==> src/sv/mpr_ram.sv <==
// generic single-write, single-read RAM with registered read data
module mpr_ram #(
	parameter int WIDTH = 8,
	parameter int DEPTH = 16
) (
	input  logic                                     clk,
	input  logic                                     we,
	input  logic [(DEPTH > 1 ? $clog2(DEPTH) : 1)-1:0] waddr,
	input  logic [WIDTH-1:0]                         wdata,
	input  logic                                     re,
	input  logic [(DEPTH > 1 ? $clog2(DEPTH) : 1)-1:0] raddr,
	output logic [WIDTH-1:0]                         rdata
);

	logic [WIDTH-1:0] mem [DEPTH];

	// write port
	always_ff @(posedge clk) begin
		if (we) begin
			mem[waddr] <= wdata;
		end
	end

	// read port, data holds while no read is issued
	always_ff @(posedge clk) begin
		if (re) begin
			rdata <= mem[raddr];
		end
	end

endmodule

==> config.mk <==
export PLATFORM = sky130hd
export DESIGN_NAME = mpr_ram
export DESIGN_NICKNAME = d
export VERILOG_FILES = /design/src/sv/mpr_ram.sv
export SDC_FILE = /design/constraint.sdc
export NUM_CORES = 1
export LEC_CHECK = 0
export BUFFER_PORTS_ARGS = -buffer_cell sky130_fd_sc_hd__buf_2
export CAP_MARGIN = 0
export CORE_MARGIN = 2
export CORE_UTILIZATION = 58
export DETAILED_ROUTE_END_ITERATION = 10
export PLACE_DENSITY = 0.87
export SYNTH_ARGS = -nofsm -noshare
export SYNTH_HDL_FRONTEND = slang
export SYNTH_SLANG_ARGS = --single-unit
export TNS_END_PERCENT = 10
==> constraint.sdc <==
create_clock -name clk -period 4.1 [get_ports clk]
set_clock_uncertainty 0.1 [all_clocks]
set_input_delay 1.025 -clock clk [delete_from_list [all_inputs] [get_ports clk]]
set_output_delay 1.025 -clock clk [all_outputs]
set_load 0.02 [all_outputs]
=== Word level (Yosys, flattened, before mapping) ===
Memory sizes are Yosys's and may differ from the RTL's. A register that Yosys moved wholly into a read port is not among the register bits.
Cells that the tools add are included.

* Multiplexer cells: 2

{| class="wikitable"
|+ Operator list
! operator !! count
|-
| $mux 1 || 2
|}

* RAM bits: 128
* Input port bits: 19
* Memories kept: 1
* Register bits after elaboration: 0
* Output and inout port bits: 8

{| class="wikitable"
|+ Memories
! memory !! depth !! bits a word !! rd ports !! clocked after memory_dff !! write ports !! line !! text
|-
| mem || 16 || 8 || 1 || 1 || 1 || 15 || <nowiki>logic [WIDTH-1:0] mem [DEPTH];</nowiki>
|}

=== Depth between registers and ports, before layout ===
Gate-level depths: netlist of run 1.

* Depth in word-level cells: 2
* Mapped depth: 5
* Gate-level depth less buffers: 3

=== Worst setup path after synthesis of run 1 ===
OpenSTA, ideal clock, no wires.

* Kind: input-to-reg
* From: input port waddr[2] (netlist bit)
* To: memory mem[0][0] (enable)
* Stages: 2
* Data required time: 3.617 ns
* Setup time: 0.383 ns
* Arrival: 2.135 ns
* Setup slack: 1.482 ns
* Buffers on the path: 0
* Cells stage by stage: or3b_2 > nor3_1

{| class="wikitable"
|+ RTL lines
! element !! line !! text
|-
| start: declaration || 8 || <nowiki>input logic [(DEPTH > 1 ? $clog2(DEPTH) : 1)-1:0] waddr,</nowiki>
|-
| end: declaration || 15 ||
|}

Straight into the memory's write port.

==> results of run 1 <==
metrics by stage:
stage          area, µm²  util (%)  cells  worst slack (ps)  hold slack (ps)
6_report            5981     68.58    389              1536            645.2
5_1_grt             5981     68.58    389              1452            672.9
4_1_cts             5981     68.58    389              1527            649.9
3_5_place_dp        5449     62.48    358              1001            636.7
3_3_place_gp        5449     62.48    358              1032            630.1
2_1_floorplan       5228         -    229              1482            604.8
worst min-delay path by stage:
stage	cells after the start	startpoint	slack (ps)	endpoint
final	3	mem[15][3]$_DFFE_PP_	650	rdata[3]$_DFFE_PP_
after global routing	3	mem[15][3]$_DFFE_PP_	670	rdata[3]$_DFFE_PP_
after detailed placement	3	mem[15][3]$_DFFE_PP_	640	rdata[3]$_DFFE_PP_
after floorplan	3	mem[7][0]$_DFFE_PP_	600	rdata[0]$_DFFE_PP_
after CTS	3	mem[15][3]$_DFFE_PP_	650	rdata[3]$_DFFE_PP_
after global placement	3	mem[14][5]$_DFFE_PP_	630	rdata[5]$_DFFE_PP_
report_power, final:
part | internal [mW] | switching [mW]
sequential | 1.57 | 0.00795
combinational | 0.0558 | 0.0883
clock | 0.847 | 0.518
per-layer routing:
metal	global-route usage [%]	routed length, µm	up-vias	share of wire [%]
met4	8.219	157	0	1.6
met3	6.738	589	14	6.0
met1	29.31	4147	1272	42
li1	-	-	1060	-
met5	0	0	-	0
met2	34.30	4874	101	50
final cells by class:
class / instances / area (µm²)
flip-flops and latches: 136 / 4084
multi-input cells: 83 / 1062
fillers: 499 / 2740
clock inverters: 12 / 110.1
clock buffers: 19 / 421.7
repair buffers: 31 / 167.7
well taps: 108 / 135.1
registers in the layout, indices dropped and copies added (netlist names):
name / cells
mem: 128
rdata: 8
kinds of logic (layout without fill, tap and decap cells):
kind of cell	count (synthesis)	in the layout	share of synthesized area [%]
DFF	136	136	78.12
and+or+nand+nor	35	35	3.136
muxes	32	32	14.79
AOI/OAI and AO/OA	16	16	2.298
buffers and inverters	10	62	1.651
critical path, stage by stage:
cell and delay [ps]:
buf_2 450, buf_4 310, mux4_1 600, a22oi_1 220
nand2_1 110
cells in the final DEF, fill, tap and decap left out:
cell type     n
buf_4         5
and2_1        1
clkinv_2      7
nor2b_1       1
nand2b_1      2
bufinv_16     2
clkbuf_16    16
buf_2        26
or3b_2        1
nor2_1       13
clkbuf_1      2
clkbuf_8      1
nand2_1       9
mux4_1       14
nor3_2        1
edfxtp_1    136
clkinvlp_4    1
and2b_1       1
clkinv_1      2
a22oi_1      16
nand3_1       1
mux4_2       18
nor3_1        3
nand3b_1      2
synth_stat cells, types with 2 or more instances:
cell type and number:
mux4_2 18, nand2_1 9, mux4_1 14, buf_2 3
nand2b_1 2, nand3b_1 2, edfxtp_1 136, buf_6 3
nor2_1 13, nor3_1 4, a22oi_1 16, clkdlybuf4s25_2 3
==> results.ini, run 1 <==
[run_status]
status=complete, no violations

[worst_setup_path]
start_kind=input pin
r2r_cells=3
crit_path_start=raddr[0]
crit_end=rdata[2]$_DFFE_PP_
path_class=in -> reg
endpoint_kind=flop
ff2ff_setup_slack_ps=2490
worstPathRequired_ps=4260
r2r-end=rdata[0]$_DFFE_PP_
r2r_start=mem[2][0]$_DFFE_PP_
crit_arrival_ps=2720
crit_fanout=17

[sta]
grt_setup_unrepaired=false
period_share_pct=62.54
setup_violations=0
max_freq_mhz=390.0
finalHoldViolCount=0
min_period_ps=2564
slew_viol_final=0
tightest_slew_ps=994.5
max_slew_margin_pct=33.45
setup_tns_ps=0

[clocking]
postCtsResizedCells=0
clockBufferDepth=2
cts_root_buf=clkbuf_8
cts_tree=yes
clock-sinks=136
htree_levels=4
cts_buffers=17
insertion_delay_ps=520
path_clk_slew_ps=60
cts_setup_buffers=0
hold_buffers=0

[synthesis]
synth_area_per_cell_um2=22.83
dominantRegCellSynth=edfxtp_1
syn_inst=229
ys_seq_area_share_pct=78.12
synth_warnings=0
synth-async-reset-ratio_pct=0
syn-cell-area_um2=5228
yosysTopAreaCell=edfxtp_1
synthTopCellsByArea=edfxtp_1 (78%), mux4_2 (7.8%), mux4_1 (7.0%), a22oi_1 (2.3%), nor2_1 (0.93%)
syn_nets=248
synth.distinct_cells=18
synth_edf_count=136
synth_top_area_share_pct=78.12
ys_ff_latch=136

[job]
cap_violations=0

[final_layout]
area_delta_synth_final_pct=14.41
drive_gt1_share_pct=27.76
fin_nets=288
diodes=0

[grt]
grtUsageTotal_pct=21.83
overflow=0
grt_max_degree=33
grt_pass1_wl_um=14910
antenna_found_initial=0
grt_pass1_vias=2569

[detailed_routing]
ant_nets=0
drt_iter0_markers=288
drc=0
vias=2447
vias_per_cell=6.290
firstDrtPassIters=4
wl_um=9768
wire_per_inst_um=25.11

[floorplanning]
row_count=34
floorplan.initialDensity_pct=59.94
die_area_um2=9788
coreArea_um2=8721
top_level_ports=27
die_width_um=98.94
die_h_um=98.94

[pwr]
powerDensity_nw_per_um2=515.8
p_leak_nw=2.002
vdd_drop_max_uv=286.0
power_mw=3.085

[placement]
globalplace.congestion=0.7474
hpwl_um=6051
numPortBuffers=26

[min_path]
hp-class=reg -> reg

Power figures use the tool's default switching activity.
==> inputs of run 2 (changes only) <==
- ABC_AREA: default -> 1
- CORE_UTILIZATION: 58 -> 55
- PLACE_DENSITY: 0.87 -> 0.86
- clock period: 4.1 -> 2.3 ns (I/O delays scaled with it)
==> run 2 against run 1 <==
Setup slack got worse by 1000 ps. Cell count is 90% higher. Hold slack got worse by 340 ps. Clock power up 100%. Global-route usage up 4.7 points. Wire length up 44%. Synthesized area is 12% higher. Clock-buffer cell count is 1 higher.
==> results.ini, run 2 <==
[placement]
hpwl_um=8211  ; +36%
globalplace.congestion=0.9196  ; +23%
numPortBuffers=26  ; unchanged
pre_cts_slack_ps=290.3  ; -711.0 ps
dpl-instance-area_um2=6148  ; +13%
place_inst=708  ; +98%

[synthesis]
synthTopCellsByArea=edfxtp_1 (70%), nand2_1 (11%), nand3_1 (8.3%), inv_1 (6.4%), buf_6 (1.2%)
synth_area_per_cell_um2=10.61  ; -54%
yosysMostFrequentCell=nand2_1
dominantRegCellSynth=edfxtp_1
synth_warnings=0  ; unchanged
yosysTopAreaCell=edfxtp_1
ys_seq_area_share_pct=69.85  ; -8.3 points
synth_edf_count=136  ; unchanged
synth-async-reset-ratio_pct=0  ; unchanged
syn_nets=570  ; +130%
syn_inst=551  ; +140%
synth.distinct_cells=11  ; -7
synth_top_area_share_pct=69.85  ; -8.3 points
ys_ff_latch=136  ; unchanged
synthTopCellsByCount=nand2_1 (173), edfxtp_1 (136), inv_1 (100)
syn-cell-area_um2=5847  ; +12%

[pwr]
vdd_drop_max_uv=560.0  ; +96%
powerDensity_nw_per_um2=881.5  ; +71%
p_leak_nw=2.926  ; +46%

[min_path]
hold_depth=1  ; -2
hp-class=in -> reg

[final_layout]
drive_gt1_share_pct=12.42  ; -15 points
area_delta_synth_final_pct=15.43
largest_register_ffs=128  ; unchanged
diodes=0  ; unchanged
instances_no_fill=740  ; +90%
stdcell_area_um2=6749  ; +13%
regMostFlops=mem
final_common_cell=nand2_1
fin_nets=610  ; +110%
final_cell_mix=nand2_1 (173), edfxtp_1 (136), inv_1 (100)
reg.largest.list=mem x128, rdata x8

[sta]
timing.final.ws_setup_ps=495.6  ; -1040 ps
finalHoldViolCount=0  ; unchanged
whs_ps=305.8  ; -339.4 ps
slew_viol_final=0  ; unchanged
setup_violations=0  ; unchanged
max_slew_margin_pct=39.98  ; +6.5 points
tightest_slew_ps=897.0  ; -97.54 ps
max_freq_mhz=554.2
grt_setup_unrepaired=false
min_period_ps=1804
period_share_pct=78.45
setup_tns_ps=0  ; unchanged

[floorplanning]
die_h_um=107.1  ; +8.3%
top_level_ports=27  ; unchanged
floorplan.initialDensity_pct=56.64  ; -3.3 points
die_width_um=107.1  ; +8.3%
coreArea_um2=10320  ; +18%
die_area_um2=11470  ; +17%
row_count=37  ; +8.8%

[job]
cap_violations=0  ; unchanged

[clocking]
cts_setup_buffers=0  ; unchanged
htree_levels=4  ; unchanged
cts_buffers=17  ; unchanged
path_clk_slew_ps=60  ; about the same
hold_buffers=0  ; unchanged
insertion_delay_ps=540  ; +20 ps
clock-sinks=136  ; unchanged
postCtsResizedCells=0  ; unchanged
clockBufferDepth=2  ; unchanged
cts_tree=yes
cts_root_buf=clkbuf_8

[detailed_routing]
wire_per_inst_um=19.07  ; -24%
vias_per_cell=5.685  ; -9.6%
ant_nets=0  ; unchanged
drc=0  ; unchanged
vias=4207  ; +72%
wl_um=14110  ; +44%
drt_iter0_markers=656  ; +130%
firstDrtPassIters=6  ; +2

[grt]
grt_max_degree=65  ; +97%
grt_pass1_vias=3975  ; +55%
overflow=0  ; unchanged
grtUsageTotal_pct=26.53  ; +4.7 points
grt_pass1_wl_um=21890  ; +47%
antenna_found_initial=0  ; unchanged

[worst_setup_path]
worstPathRequired_ps=1620  ; -2640 ps
crit_end=rdata[3]
r2r-end=rdata[6]$_DFFE_PP_
path_buf_inv=1  ; -1
crit_path_start=rdata[3]$_DFFE_PP_
slowest_delay_ps=420  ; -180 ps
crit_arrival_ps=1130  ; -1590 ps
ff2ff_setup_slack_ps=980  ; -1510 ps
slowest_stage=edfxtp_1
crit_fanout=1  ; -16
cp.depth=1  ; -4
path_class=reg -> out
crit_chain=buf_2
start_kind=flop
r2r_cells=6  ; +3
cpLargestDelayFamily=flip-flops
r2r_start=mem[6][6]$_DFFE_PP_
endpoint_kind=primary output

[run_status]
status=complete, no violations

## run 2: cell count changes after synthesis, moves of 3 or more
cell | before | now
nor3_1 | 4 | 0
inv_1 | 0 | 100
mux4_2 | 18 | 0
clkdlybuf4s25_2 | 3 | 0
buf_4 | 1 | 4
nor2_1 | 13 | 17
buf_6 | 3 | 6
buf_2 | 3 | 13
nand2_1 | 9 | 173
a22oi_1 | 16 | 0
nand3_1 | 1 | 97
mux4_1 | 14 | 0
## run 2: cells by family (layout without fill, tap and decap cells)
logic type             count (synthesis)  after routing  share of synthesized area, %
flip-flops                           136            136                         69.85
AND/OR/NAND/NOR                      289            289                         20.76
buffers and inverters                126            179                         9.394
## run 2: report_power, final
part           internal (mW)  total [mW]  switching, mW
Sequential              2.79        2.81         0.0189
Combinational         0.0972       0.358          0.261
Clock                   1.76        2.78           1.02
Total                   4.65        5.95           1.30
## run 2: how the worst min path moves through the flow
| stage | from | endpoint | slack [ps] |
|---|---|---|---|
| after floorplan | wdata[0] | mem[0][0]$_DFFE_PP_ | 570 |
| after global placement | mem[12][5]$_DFFE_PP_ | rdata[5]$_DFFE_PP_ | 630 |
| after detailed placement | mem[10][0]$_DFFE_PP_ | rdata[0]$_DFFE_PP_ | 640 |
| after CTS | re | rdata[4]$_DFFE_PP_ | 290 |
| after global routing | re | rdata[6]$_DFFE_PP_ | 300 |
| final | re | rdata[4]$_DFFE_PP_ | 310 |
## run 2: cell type report
cell class	count	area (µm²)
Sequential cell	136	4084
Fill cell	722	3575
Multi-Input combinational cell	289	1214
Clock buffer	20	425.4
Inverter	102	382.9
Timing Repair Buffer	45	297.8
Clock inverter	12	175.2
Tap cell	136	170.2
## run 2: stage by stage
stage | power, mW | util, %
6_report | 5.949 | 65.37
5_1_grt | 6.095 | 65.37
3_5_place_dp | 3.205 | 59.56
2_1_floorplan | 3.068 | -
4_1_cts | 5.950 | 65.37
3_3_place_gp | 3.187 | 59.56
## run 2: routing by layer
metal  up-vias  routed length (µm)  global-route usage [%]
met4         0                 573                   14.01
met5         -                   0                       0
met1      1959                5148                   33.68
met3        68                1474                   6.869
li1       1863                   -                       -
met2       317                6917                   42.04
==> inputs of run 3 (changes only) <==
- ABC_AREA: 1 -> 0
- CORE_UTILIZATION: 55 -> 58
- PLACE_DENSITY: 0.86 -> 0.87
- clock period: 2.3 -> 1.7 ns (I/O delays scaled with it)
==> run 3 against run 2 <==
Combinational power up 11%. Wire length down 22%. Hold slack worse by 140 ps. Die area down 15%. Setup slack worse by 460 ps.
==> results.ini, run 3 (synthesis results as in run 1) <==
[clocking]
path_clk_slew_ps=60  ; about the same
postCtsResizedCells=0  ; unchanged
insertion_delay_ps=530  ; about the same
cts_buffers=17  ; unchanged
clockBufferDepth=2  ; unchanged
clock-sinks=136  ; unchanged
cts_setup_buffers=0  ; unchanged
cts_root_buf=clkbuf_8
cts_tree=yes
hold_buffers=0  ; unchanged
htree_levels=4  ; unchanged

[floorplanning]
floorplan.initialDensity_pct=59.94  ; +3.3 points
die_h_um=98.94  ; -7.6%
top_level_ports=27  ; unchanged
die_area_um2=9788  ; -15%
coreArea_um2=8721  ; -16%
row_count=34  ; -8.1%
die_width_um=98.94  ; -7.6%

[final_layout]
final_core_util_pct=71.78  ; +6.4 points
regMostFlops=mem
fillerInstances=477  ; -34%
diodes=0  ; unchanged
final_common_cell=edfxtp_1
fin_nets=317  ; -48%
reg.largest.list=mem x128, rdata x8
largest_register_ffs=128  ; unchanged
area_delta_synth_final_pct=19.75
drive_gt1_share_pct=37.94  ; +26 points
final_cell_mix=edfxtp_1 (136), buf_4 (30), buf_2 (26)

[min_path]
hp-class=in -> reg

[placement]
numPortBuffers=26  ; unchanged
globalplace.congestion=0.7659  ; -17%
pre_cts_slack_ps=-455.7  ; -746.0 ps
hpwl_um=6798  ; -17%

[pwr]
p_sw_share_pct=21.33  ; -0.52 points
vdd_drop_max_uv=806.9  ; +44%
p_clk_share_pct=45.3  ; -1.4 points
powerDensity_nw_per_um2=1227  ; +39%
p_comb_share_pct=5.2  ; -0.8 points
p_leak_nw=2.140  ; -27%
seq_power_share_pct=49.5  ; +2.2 points
p_sw_mw=1.639  ; +26%
internal_power_mw=6.042  ; +30%

[worst_setup_path]
start_kind=flop
worstPathRequired_ps=1870  ; +250 ps
crit_fanout=1  ; unchanged
endpoint_kind=flop
crit_arrival_ps=1840  ; +710 ps
path_class=reg -> reg

[run_status]
status=complete, no violations

[grt]
grt_pass1_wl_um=16710  ; -24%
grtUsageTotal_pct=24.71  ; -1.8 points
overflow=0  ; unchanged
antenna_found_initial=0  ; unchanged
grt_pass1_vias=2734  ; -31%
grt_max_degree=19  ; -71%

[sta]
finalHoldViolCount=0  ; unchanged
min_period_ps=1665
slew_viol_final=0  ; unchanged
tightest_slew_ps=787.6  ; -109.3 ps
max_freq_mhz=600.7
period_share_pct=97.92
grt_setup_unrepaired=false
setup_violations=0  ; unchanged
max_slew_margin_pct=47.38  ; +7.4 points
timing.final.ws_setup_ps=35.34  ; -460.3 ps

[detailed_routing]
drc=0  ; unchanged
wl_met3_um=930  ; -37%
drt_iter0_markers=271  ; -59%
firstDrtPassIters=5  ; -1
ant_nets=0  ; unchanged
routed-wl-met2_um=5339  ; -23%
m1WireLength_um=4328  ; -16%
vias_per_cell=6.284  ; +11%
wl_um=10990  ; -22%
vias=2633  ; -37%
highest_layer=met4
wire_per_inst_um=26.22  ; +37%

[job]
cap_violations=0  ; unchanged

-- run 3: routing by layer --
metal  up-vias  track usage, %
met5         -               0
li1       1116               -
met4         0           11.49
met3        32           7.730
met1      1334           33.13
met2       151           37.73
-- run 3: path summary, 6_finish.rpt --
check	startpoint	end	slack, ps	depth (start not counted)
setup / recovery	mem[1][2]$_DFFE_PP_	rdata[2]$_DFFE_PP_	40	3
hold / removal	re	rdata[1]$_DFFE_PP_	160	1
setup reg to reg	mem[1][2]$_DFFE_PP_	rdata[2]$_DFFE_PP_	40	3
hold reg to reg	mem[4][1]$_DFFE_PP_	rdata[1]$_DFFE_PP_	660	3
-- run 3: final cells by class --
class	count	area, µm²	area share [%]
multi-input combinational	83	1036	16.55
sequential	136	4084	65.24
clock buffer	18	417.9	6.676
timing repair buffer	60	435.4	6.956
tap	108	135.1	2.159
clock inverter	14	151.4	2.419
-- run 3: through the flow --
stage	area, µm²	TNS [ps]	hold WS (ps)	instances	power (mW)
2_1_floorplan	5218	-3606	423.9	229	4.081
3_3_place_gp	5690	-4759	634.6	387	4.240
3_5_place_dp	5690	-5993	655.9	387	4.264
4_1_cts	6260	0	151.5	419	7.712
5_1_grt	6260	0	151.4	419	7.869
6_report	6260	0	161.2	419	7.681
-- run 3: worst max-delay path, cell delays in order (launching register included) --
cell and delay, ps:
edfxtp_1 410, mux4_2 490, a22oi_1 320, nand2_1 90
-- run 3: power groups by stage --
stage,Combinational (mW),Sequential (mW),Clock (mW)
2_1_floorplan,0.198,3.88,0
3_3_place_gp,0.375,3.86,0
3_5_place_dp,0.394,3.87,0
4_1_cts,0.401,3.80,3.51
5_1_grt,0.428,3.81,3.63
6_report,0.399,3.80,3.48
